$ cat src/rtl/afce_pkg.sv
// Shared types and constants for the ADC frame channel extractor.
`timescale 1ns / 1ps

package afce_pkg;

  localparam int unsigned WordW    = 32;
  localparam int unsigned ChanW    = 8;
  localparam int unsigned MaxBytesW = 12;
  localparam int unsigned SampleW  = 24;
  localparam int unsigned LeftW    = 10;
  localparam int unsigned CfgIdxW  = 2;
  localparam int unsigned CfgDataW = 12;
  localparam int unsigned OutDataW = 56;

  localparam logic [WordW-1:0]     SyncWord        = 32'hFFFF_FFFF;
  localparam logic [ChanW-1:0]     ChannelIdReset  = 8'd234;
  localparam logic [MaxBytesW-1:0] MaxFrameReset   = 12'd1500;

  localparam logic [CfgIdxW-1:0] CfgChannelId = 2'd0;
  localparam logic [CfgIdxW-1:0] CfgMaxFrame  = 2'd1;

  typedef enum logic [3:0] {
    PhHunt    = 4'b0001,
    PhHeader  = 4'b0010,
    PhCount   = 4'b0100,
    PhPayload = 4'b1000
  } phase_e;

  typedef struct packed {
    logic hit;         // current word is a payload word of the selected channel
    logic in_payload;  // parser sits in the payload phase
    logic left_zero;   // no payload words outstanding
  } parse_status_t;

endpackage

$ cat src/rtl/afce_parser.sv
// Frame phase tracking and channel match for one word per cycle while step_i is high.
`timescale 1ns / 1ps

module afce_parser (
  input  logic                               clk_i,
  input  logic                               rst_ni,
  input  logic                               step_i,
  input  logic [afce_pkg::WordW-1:0]         word_i,
  input  logic [afce_pkg::ChanW-1:0]         channel_id_i,
  input  logic [afce_pkg::MaxBytesW-1:0]     max_bytes_i,
  output afce_pkg::parse_status_t            status_o
);

  afce_pkg::phase_e                 phase_q, phase_d;
  logic [afce_pkg::LeftW-1:0]       left_q, left_d;
  logic [afce_pkg::LeftW-1:0]       left_dec;
  logic [afce_pkg::LeftW-1:0]       count_words;
  logic                             too_big;

  assign left_dec    = left_q - 1'b1;
  assign count_words = word_i[afce_pkg::LeftW+1:2];
  assign too_big     = word_i > {{(afce_pkg::WordW-afce_pkg::MaxBytesW){1'b0}}, max_bytes_i};

  always_comb begin
    phase_d = phase_q;
    left_d  = left_q;
    unique case (phase_q)
      afce_pkg::PhHunt: begin
        if (word_i == afce_pkg::SyncWord) phase_d = afce_pkg::PhHeader;
      end
      afce_pkg::PhHeader: begin
        phase_d = word_i[afce_pkg::WordW-1] ? afce_pkg::PhHunt : afce_pkg::PhCount;
      end
      afce_pkg::PhCount: begin
        if (too_big) begin
          phase_d = afce_pkg::PhHunt;
        end else begin
          left_d  = count_words;
          phase_d = (count_words != '0) ? afce_pkg::PhPayload : afce_pkg::PhHunt;
        end
      end
      afce_pkg::PhPayload: begin
        left_d = left_dec;
        if (left_dec == '0) phase_d = afce_pkg::PhHunt;
      end
      default: phase_d = afce_pkg::PhHunt;
    endcase
  end

  always_ff @(posedge clk_i or negedge rst_ni) begin
    if (!rst_ni) begin
      phase_q <= afce_pkg::PhHunt;
      left_q  <= '0;
    end else if (step_i) begin
      phase_q <= phase_d;
      left_q  <= left_d;
    end
  end

  assign status_o.hit        = (phase_q == afce_pkg::PhPayload) &&
                               (word_i[afce_pkg::WordW-1 -: afce_pkg::ChanW] == channel_id_i);
  assign status_o.in_payload = (phase_q == afce_pkg::PhPayload);
  assign status_o.left_zero  = (left_q == '0);

endmodule

$ cat src/rtl/adc_frame_channel_extractor_top.sv
// Top level of the ADC frame channel extractor.
// Usage:
//   s_axis carries the capture stream, one 32-bit word per item. The block
//   hunts for the sync word, reads a header and a byte count, then passes
//   count/4 payload words through a channel filter.
//   m_axis carries one item per payload word whose top byte equals
//   channel_id: the raw word and its low 24 bits as a signed sample.
//   cfg_we_i / cfg_idx_i / cfg_data_i write channel_id (index 0) and
//   max_frame_bytes (index 1); other indices are ignored.
// Timing:
//   A word is registered on acceptance and parsed from the input register;
//   a matching word's result is then registered into the result register.
//   Throughput is one word per cycle while m_axis is not stalled, set by the
//   single input register and the single result register.
// Reset:
//   Registers return to channel 234 and a 1500 byte limit; the parser
//   restarts hunting and both register stages are emptied.
// Stall:
//   While m_axis is stalled a held result stays put; the input register
//   keeps taking words until a word must wait behind the held result.
`timescale 1ns / 1ps

module adc_frame_channel_extractor_top (
  input  logic                              clk_i,
  input  logic                              rst_ni,
  input  logic                              s_axis_tvalid,
  output logic                              s_axis_tready,
  input  logic [afce_pkg::WordW-1:0]        s_axis_tdata,   // [31:0] word
  output logic                              m_axis_tvalid,
  input  logic                              m_axis_tready,
  output logic [afce_pkg::OutDataW-1:0]     m_axis_tdata,   // [31:0] raw_word, [55:32] sample
  input  logic                              cfg_we_i,
  input  logic [afce_pkg::CfgIdxW-1:0]      cfg_idx_i,
  input  logic [afce_pkg::CfgDataW-1:0]     cfg_data_i
);

  logic [afce_pkg::ChanW-1:0]     channel_id_q;
  logic [afce_pkg::MaxBytesW-1:0] max_bytes_q;

  logic                           in_vld_q;
  logic [afce_pkg::WordW-1:0]     in_word_q;
  logic                           out_vld_q;
  logic [afce_pkg::OutDataW-1:0]  out_data_q;
  logic                           advance;
  afce_pkg::parse_status_t        status;

  always_ff @(posedge clk_i or negedge rst_ni) begin
    if (!rst_ni) begin
      channel_id_q <= afce_pkg::ChannelIdReset;
      max_bytes_q  <= afce_pkg::MaxFrameReset;
    end else if (cfg_we_i) begin
      unique case (cfg_idx_i)
        afce_pkg::CfgChannelId: channel_id_q <= cfg_data_i[afce_pkg::ChanW-1:0];
        afce_pkg::CfgMaxFrame:  max_bytes_q  <= cfg_data_i[afce_pkg::MaxBytesW-1:0];
        default: ;
      endcase
    end
  end

  assign advance       = in_vld_q && (!out_vld_q || m_axis_tready);
  assign s_axis_tready = !in_vld_q || advance;

  always_ff @(posedge clk_i or negedge rst_ni) begin
    if (!rst_ni) begin
      in_vld_q <= 1'b0;
    end else if (s_axis_tready) begin
      in_vld_q <= s_axis_tvalid;
    end
  end

  always_ff @(posedge clk_i) begin
    if (s_axis_tready && s_axis_tvalid) in_word_q <= s_axis_tdata;
  end

  afce_parser u_parser (
    .clk_i        (clk_i),
    .rst_ni       (rst_ni),
    .step_i       (advance),
    .word_i       (in_word_q),
    .channel_id_i (channel_id_q),
    .max_bytes_i  (max_bytes_q),
    .status_o     (status)
  );

  always_ff @(posedge clk_i or negedge rst_ni) begin
    if (!rst_ni) begin
      out_vld_q <= 1'b0;
    end else if (!out_vld_q || m_axis_tready) begin
      out_vld_q <= advance && status.hit;
    end
  end

  always_ff @(posedge clk_i) begin
    if (advance && status.hit) begin
      out_data_q <= {in_word_q[afce_pkg::SampleW-1:0], in_word_q};
    end
  end

  assign m_axis_tvalid = out_vld_q;
  assign m_axis_tdata  = out_data_q;

`ifndef NO_ASSERTIONS
  // A fresh result only comes from a matching word that just left the input stage.
  a_result_source: assert property (@(posedge clk_i) disable iff (!rst_ni)
    $rose(out_vld_q) |-> $past(advance && status.hit))
    else $error("result appeared without a matching word");

  // The payload phase always has words outstanding.
  a_payload_count: assert property (@(posedge clk_i) disable iff (!rst_ni)
    status.in_payload |-> !status.left_zero)
    else $error("payload phase with zero words left");

  // A word blocked behind a held result stays in the input stage.
  a_input_hold: assert property (@(posedge clk_i) disable iff (!rst_ni)
    (in_vld_q && !advance) |=> (in_vld_q && $stable(in_word_q)))
    else $error("stalled input word lost");
`endif

endmodule

$ cat config.mk
export PLATFORM = sky130hd
export DESIGN_NAME = adc_frame_channel_extractor_top
export DESIGN_NICKNAME = d
export VERILOG_FILES = /design/src/rtl/afce_pkg.sv /design/src/rtl/afce_parser.sv /design/src/rtl/adc_frame_channel_extractor_top.sv
export SDC_FILE = /design/constraint.sdc
export NUM_CORES = 1
export LEC_CHECK = 0
export BUFFER_PORTS_ARGS = -buffer_cell sky130_fd_sc_hd__buf_2
export CAP_MARGIN = 20
export CORE_UTILIZATION = 48
export CTS_CLUSTER_DIAMETER = 40
export CTS_CLUSTER_SIZE = 8
export DETAILED_ROUTE_END_ITERATION = 7
export PLACE_DENSITY = 0.84
export SLEW_MARGIN = 20
export SYNTH_ARGS = -nofsm -noshare
export SYNTH_HDL_FRONTEND = slang
export SYNTH_SLANG_ARGS = --single-unit
export TNS_END_PERCENT = 100
$ cat constraint.sdc
create_clock -name clk_i -period 4.9 [get_ports clk_i]
set_input_delay 0.245 -clock clk_i [delete_from_list [all_inputs] [get_ports clk_i]]
set_output_delay 0.245 -clock clk_i [all_outputs]
set_load 0.01 [all_outputs]
==> flow_summary_export.csv, run 1 <==
group,metric,value,unit
status,outcome,"finished with violations",
status,violations,"design-rule violations",
synth,syn-num-nets,383,
sta,timing.fmax,0.338,GHz
synth,avgSynthCellArea,13.8,um^2
clock_network,clock_latency,0.36,ns
synth,synth-seq-cells,100,
sta,relSlewSlack,33.9,%
sta,post-route-period-util,60.3,%
clock_network,cts_buffer_depth,2,
floorplanning,io_pins,109,
global_routing,grt_pass1_wl,15.0,mm
floorplanning,core,0.00881,mm^2
sta,finalSetupViolations,0,
layout,area_growth,16.5,%
synth,synth_top_cell_by_area,"edfxtp_1",
synth,async_reset_ff_share,36.0,%
clock_network,cts_max_level,3,
global_routing,antenna_found_initial,0,
critical_path,r2r_setup_slack,1.94,ns
critical_path,critPathCaptureType,"register",
min_path,hp-class,"primary input to register",
layout,seq_area,0.00284,mm^2
clock_network,cts_root_buffer,"clkbuf_8",
floorplanning,rows,34,
layout,multiInputGateArea,0.00129,mm^2
route,via_count,3010,
route,viasPerCell,5.73,
sta,fin_ws,1.94,ns
clock_network,cts_sinks,100,
critical_path,reg2regPathDepth,8,
floorplanning,die_area,0.00955,mm^2
min_path,hold_end,"in_word_q[22]$_DFFE_PP_",
pwr,ir_drop,0.155,mV
sta,slew_violations,0,
sta,fin_worst_skew,0.0135,ns
layout,utilization,58.2,%
placed_design,gp_congestion,0.872,
clock_network,postCtsSetupBuffers,0,
synth,synth_warnings,0,
synth,synth_top_area_share,43.7,%
layout,antenna_cells,0,
min_path,hp-start,"s_axis_tdata[22]",
critical_path,path_max_fanout,14,
synth,synth_area,0.00440,mm^2
route,final_antenna_net_count,0,
sta,period_needed,2.96,ns
global_routing,overflow,0,
synth,synthFlopType,"edfxtp_1",
clock_network,cts_tree,"built",
floorplanning,start_util,49.9,%
placed_design,post-place-ws,1.97,ns
sta,hold_viol_final,0,
critical_path,start_kind,"register",
layout,fin_cells,525,
layout,drive_above_1_share,40.3,%
synth,synthCells,318,
critical_path,r2r_end,"u_parser.left_q[1]$_DFFE_PN0P_",
clock_network,path_clk_slew,0.10,ns
critical_path,critPathArrivalTime,3.24,ns
synth,synth_area_leaders,"edfxtp_1 44%, dfrtp_1 13%, dfstp_2 7.8%",
sta,fin_setup_tns,0,ns
global_routing,grt_pass1_vias,2873,
clock_network,numCtsBuffers,9,
placed_design,dp_hpwl,6.93,mm
pwr,p_leak,0.00210,uW
route,dr.pass1.iters,7,
min_path,hold_depth,1,
sta,rsz0062_at_grt,"no",
pwr,power.density,352,mW/mm^2
global_routing,grt_usage,20.6,%
route,drc_errors,22,
placed_design,numPortBuffers,108,
layout,fin_nets,477,
synth,yosysUniqueCellTypes,49,
global_routing,grt_max_degree,37,
route,wl_per_cell,18.0,um
synth,ys_seq_area_share,64.6,%
sta,tightestPinTransition,0.977,ns
critical_path,worstPathRequired,5.18,ns
synth,synth_edf_count,64,
flow_run,maxCapViolCount,0,
floorplanning,die_h,97.7,um
route,routed_wl,9.43,mm
placed_design,dp_cells,508,
layout,n_fill_cell,718,
floorplanning,die_x,97.7,um
route,dr.first_iter.drc_count,212,
critical_path,r2r_start,"in_word_q[11]$_DFFE_PP_",
critical_path,criticalPathCategory,"register to register",
[placed cells by master, fill, tap and decap left out, types with 4 or more instances in the layout]
cell	netlist	final
edfxtp_1	64	64
nor4_1	10	9
clkbuf_8	0	9
nand3_1	8	8
buf_2	2	108
o31ai_1	6	6
dfrtp_1	23	23
nand3b_1	4	4
ha_1	14	14
nor2_1	6	6
xor2_1	6	6
a31oi_1	5	5
o21ai_0	6	6
nand4_1	13	13
inv_1	22	22
nor3_1	10	10
xnor2_1	6	6
nand2_1	5	5
mux2_2	23	23
dfstp_2	13	13
a21oi_1	14	14
[critical path, cell delays in order, from the launching register on]
cell and delay [ns]:
edfxtp_1 0.46, ha_1 0.34, a21oi_1 0.19, o21ai_0 0.12, or4_4 0.49, o22ai_2 0.14
nand4b_1 0.49, a21o_2 0.46, a22oi_1 0.19
[where the power goes]
part           internal, uW  leakage, uW  switching, uW  total, uW
sequential              986     0.000990           65.7       1050
clock                   247     0.000102            293        540
combinational           109      0.00101            103        212
[timing repair]
action	4_1_cts	5_1_grt
resized for setup	0	0
hold buffers	1	0
endpoints found under the hold margin	5	0
[cell type report]
type | instances | share of cell area (%)
Tap cell | 108 | 2.64
Clock buffer | 10 | 2.49
Clock inverter | 6 | 1.61
Multi-Input combinational cell | 168 | 25.2
Inverter | 22 | 1.61
Timing Repair Buffer | 111 | 11.0
Sequential cell | 100 | 55.4
[Yosys cell counts, drive strengths merged (2+ instances only)]
cell,number
nand2,5
inv,22
and3,3
and2,2
nand2b,2
nand3b,4
xor2,6
nor2,6
nand3,8
xnor2,6
edfxtp,64
dfstp,13
o21ai,6
nor4,10
a21oi,14
o31ai,6
a31oi,5
or4,3
ha,14
mux2,23
dfrtp,23
nor3,10
o211ai,3
buf,27
nand4,13
[per-layer routing]
| layer | track usage, % | vias to the layer above | routed length [um] |
|---|---|---|---|
| met2 | 32.6 | 155 | 4620 |
| met5 | 0 | - | 0 |
| li1 | - | 1369 | - |
| met1 | 27.6 | 1471 | 3970 |
| met4 | 7.93 | 0 | 185 |
| met3 | 5.32 | 15 | 661 |
[cell families after synthesis]
kind of cell    after synthesis  synth area share [%]
compound gates               46                  6.91
fa+ha+maj                    14                  3.98
buf+inv                      50                  6.37
simple gates                 72                  9.67
xor+xnor                     12                  2.39
flops                       100                  64.6
mux                          24                  6.12
[state kept, by name, indices dropped and copies added (netlist names)]
signal	cells
channel_id_q	8
u_parser.left_q	10
in_vld_q	1
u_parser.phase_q	4
max_bytes_q	12
m_axis_tdata	32
in_word_q	32
m_axis_tvalid	1
[worst max path at each step]
stage | endpoint | slack [ns] | start | depth (start not counted)
after CTS | u_parser.left_q[1]$_DFFE_PN0P_ | 1.96 | in_word_q[11]$_DFFE_PP_ | 8
after global routing | u_parser.left_q[7]$_DFFE_PN0P_ | 1.74 | in_word_q[11]$_DFFE_PP_ | 8
after floorplan | m_axis_tdata[23]$_DFFE_PP_ | 0.05 | u_parser.phase_q[2]$_DFFE_PN0P_ | 3
after global placement | u_parser.left_q[1]$_DFFE_PN0P_ | 2.05 | in_word_q[11]$_DFFE_PP_ | 8
final | u_parser.left_q[1]$_DFFE_PN0P_ | 1.94 | in_word_q[11]$_DFFE_PP_ | 8
after detailed placement | u_parser.left_q[7]$_DFFE_PN0P_ | 1.97 | in_word_q[11]$_DFFE_PP_ | 8
[per-stage QoR]
| step | cell area [um^2] | total power [uW] | hold slack [ns] |
|---|---|---|---|
| after CTS | 5120 | 1820 | 0.0366 |
| after detailed placement | 4900 | 1280 | 0.386 |
| after floorplan | 4400 | 1190 | -0.0506 |
| final | 5120 | 1800 | 0.0468 |
| after global routing | 5120 | 1880 | 0.0266 |
| after global placement | 4900 | 1260 | 0.384 |
Power figures use the tool's default switching activity.
==> run 2: changes to the inputs <==
Settings changed: ABC_AREA set to 1, CORE_UTILIZATION 48 to 53, PLACE_DENSITY 0.84 to 0.87.
Clock period 4.9 ns to 2.8 ns, I/O delays scaled along.
==> run 2 against run 1 <==
The flow now finishes without violations. Critical endpoint is now u_parser.left_q[5]$_DFFE_PN0P_. Fmax increased by 42%. Clock power is 82% higher. Die area fell by 7.2%. Largest power group unchanged. Sequential power is 84% higher. Power increased by 110%. Global-route usage increased by 5.4 points. First-iteration DRC count is 78% higher. Worst hold slack got worse by 0.033 ns. Setup slack worse by 1.2 ns.
==> flow_summary_export.csv, run 2 <==
group,metric,value,unit
flow_run,maxCapViolCount,0,
synth,synth_top_cell_by_area,"edfxtp_1",
pwr,p_switching,1260,uW
critical_path,worstPathRequired,3.04,ns
min_path,hp-start,"cfg_data_i[5]",
layout,postLayoutCellArea,0.00559,mm^2
clock_network,clock_latency,0.38,ns
critical_path,crit_top_cell,"nand2_1",
critical_path,path_max_fanout,20,
floorplanning,core,0.00822,mm^2
floorplanning,start_util,54.8,%
critical_path,critPathArrivalTime,2.33,ns
layout,layout_common_cells,"108 x buf_2, 75 x nand2_1, 64 x edfxtp_1, 44 x inv_1, 41 x nor2_1",
status,outcome,"complete, no violations",
critical_path,r2r_setup_slack,0.72,ns
critical_path,crit_slowest_cell,"dfstp_2",
synth,synth_top_area_share,42.7,%
global_routing,grt_pass1_vias,3492,
critical_path,reg2regPathDepth,13,
global_routing,grt_usage,26.0,%
clock_network,numCtsBuffers,9,
route,viasPerCell,5.41,
clock_network,path_clk_slew,0.10,ns
synth,ys_seq_area_share,63.1,%
route,wl_per_cell,16.0,um
sta,fin_worst_skew,0.0189,ns
route,via_count,3563,
clock_network,cts_max_level,3,
layout,utilization,68.0,%
synth,synth_area,0.00450,mm^2
floorplanning,rows,33,
route,dr.pass1.iters,6,
synth,synthFlopType,"edfxtp_1",
sta,slew_violations,0,
floorplanning,die_x,94.2,um
pwr,ir_drop,0.532,mV
critical_path,criticalPathCategory,"register to register",
pwr,p_int,2550,uW
synth,avgSynthCellArea,10.7,um^2
critical_path,start_kind,"register",
sta,relSlewSlack,44.4,%
route,routed_wl,10.5,mm
global_routing,grt_max_degree,37,
sta,period_needed,2.08,ns
sta,tightestPinTransition,0.835,ns
clock_network,cts_tree,"built",
synth,synth_warnings,0,
sta,hold_viol_final,0,
pwr,combinationalPowerShare,23.5,%
sta,timing.fmax,0.480,GHz
sta,fin_setup_tns,0,ns
floorplanning,io_pins,109,
pwr,pwr-share-clk,25.8,%
layout,drive_above_1_share,27.3,%
pwr,power.density,680,mW/mm^2
critical_path,r2r_start,"max_bytes_q[3]$_DFFE_PN1P_",
placed_design,gp_congestion,0.923,
sta,finalSetupViolations,0,
global_routing,grt_pass1_wl,16.9,mm
sta,rsz0062_at_grt,"no",
pwr,p_seq_share,50.7,%
critical_path,path_cells,"inv_1, ha_1, a21oi_1, nand2_1, nand2_1, nand2_1, nand2_1, nand3_1, nand3_1, nand3_1, buf_4, nand2_1, o21ai_1",
clock_network,cts_buffer_depth,2,
floorplanning,die_area,0.00886,mm^2
layout,n_fill_cell,604,
placed_design,dpl_cell_area,0.00500,mm^2
synth,netlist_top_cells_count,"75 x nand2_1, 64 x edfxtp_1, 44 x inv_1",
placed_design,numPortBuffers,108,
layout,antenna_cells,0,
critical_path,r2r_end,"u_parser.left_q[5]$_DFFE_PN0P_",
global_routing,antenna_found_initial,0,
critical_path,cp_top_family,"simple AND/OR/NAND/NOR gates",
critical_path,critPathMaxStageDelay,0.55,ns
layout,fin_nets,613,
min_path,hp-class,"primary input to register",
min_path,hold_depth,3,
route,dr.first_iter.drc_count,378,
clock_network,cts_sinks,100,
global_routing,overflow,0,
synth,synthCells,419,
synth,synth-seq-cells,100,
clock_network,postCtsSetupBuffers,0,
synth,synth_edf_count,64,
synth,async_reset_ff_share,36.0,%
sta,post-route-period-util,74.4,%
layout,final_common_cell,"buf_2",
pwr,p_sw_share,33.0,%
clock_network,cts_root_buffer,"clkbuf_8",
critical_path,critPathCaptureType,"register",
route,final_antenna_net_count,0,
synth,synth_area_leaders,"edfxtp_1 43%, dfrtp_1 13%, dfstp_2 7.6%",
min_path,hold_end,"channel_id_q[5]$_DFFE_PN1P_",
route,drc_errors,0,
placed_design,dp_hpwl,6.94,mm
floorplanning,die_h,94.2,um
critical_path,cp_num_buf_inv,2,
pwr,p_leak,0.00250,uW
synth,yosysUniqueCellTypes,34,
synth,syn-num-nets,484,
pwr,power,3800,uW
layout,area_growth,24.1,%
synth,synthMostInstantiatedCell,"nand2_1",
[run 2: changes by cell type in the layout (fill, tap and decap cells not counted), sizes merged, moves of 10 or more]
cell | previous run | this run
nand3 | 8 | 18
o21ai | 6 | 38
dlygate4sd3 | 1 | 37
nor2 | 6 | 44
nand2 | 5 | 78
inv | 24 | 50
mux2 | 23 | 0
[run 2: worst max path at each step]
stage / startpoint / end / depth (start not counted)
detailed placement: max_bytes_q[3]$_DFFE_PN1P_ / u_parser.left_q[5]$_DFFE_PN0P_ / 15
global route: max_bytes_q[3]$_DFFE_PN1P_ / u_parser.left_q[9]$_DFFE_PN0P_ / 13
CTS: in_word_q[10]$_DFFE_PP_ / u_parser.left_q[5]$_DFFE_PN0P_ / 9
floorplan: u_parser.phase_q[1]$_DFFE_PN0P_ / m_axis_tdata[23]$_DFFE_PP_ / 4
global placement: max_bytes_q[10]$_DFFE_PN1P_ / u_parser.left_q[2]$_DFFE_PN0P_ / 10
finish: max_bytes_q[3]$_DFFE_PN1P_ / u_parser.left_q[5]$_DFFE_PN0P_ / 13
[run 2: layer usage]
layer / share of wire [%] / wire (um) / GRT usage, %
met5: 0 / 0 / 0
met4: 4.6 / 480 / 15.3
met3: 9.0 / 949 / 6.63
met2: 50 / 5250 / 44.0
met1: 37 / 3860 / 29.7
[run 2: worst min-delay path, delay by kind of cell]
kind | cells | cell delay [ns]
AOI/OAI and AO/OA | 1 | 0.09
buffers and inverters | 2 | 0.14
[run 2: layout make-up]
class                   instances  area [um^2]  area share (%)
clock buffers                   9          124            2.22
well taps                     105          131            2.35
inverters                      47          179            3.20
repair buffers                148          946            16.9
flip-flops and latches        100         2840            50.8
clock inverters                 7         91.3            1.63
multi-input cells             242         1280            22.8
[run 2: through the flow]
stage / hold slack [ns] / instances / setup slack (ns)
floorplan: -0.156 / 419 / 0.546
detailed placement: 0.274 / 605 / 0.825
global route: 0.00278 / 658 / 0.564
global placement: 0.272 / 605 / 0.882
CTS: 0.000941 / 658 / 0.762
finish: 0.0138 / 658 / 0.717
[run 2: cells by family after synthesis]
kind of cell / Yosys count / share of synthesized area [%]
xor+xnor: 7 / 1.36
mux: 2 / 0.445
simple gates: 165 / 16.4
buf+inv: 77 / 8.56
flops: 100 / 63.1
fa+ha+maj: 14 / 3.89
compound gates: 54 / 6.26
[run 2: power groups by stage]
stage | registers [uW] | logic (uW) | clock network, uW
2_1_floorplan | 1890 | 627 | 0
3_3_place_gp | 1930 | 764 | 0
3_5_place_dp | 1940 | 804 | 0
4_1_cts | 1910 | 858 | 978
5_1_grt | 1940 | 1000 | 1050
6_report | 1930 | 893 | 981
[run 2: what timing repair did]
| action | 4_1_cts | 5_1_grt |
|---|---|---|
| hold buffers | 37 | 0 |
| resized for setup | 0 | 0 |
| hold endpoints to repair | 61 | 0 |
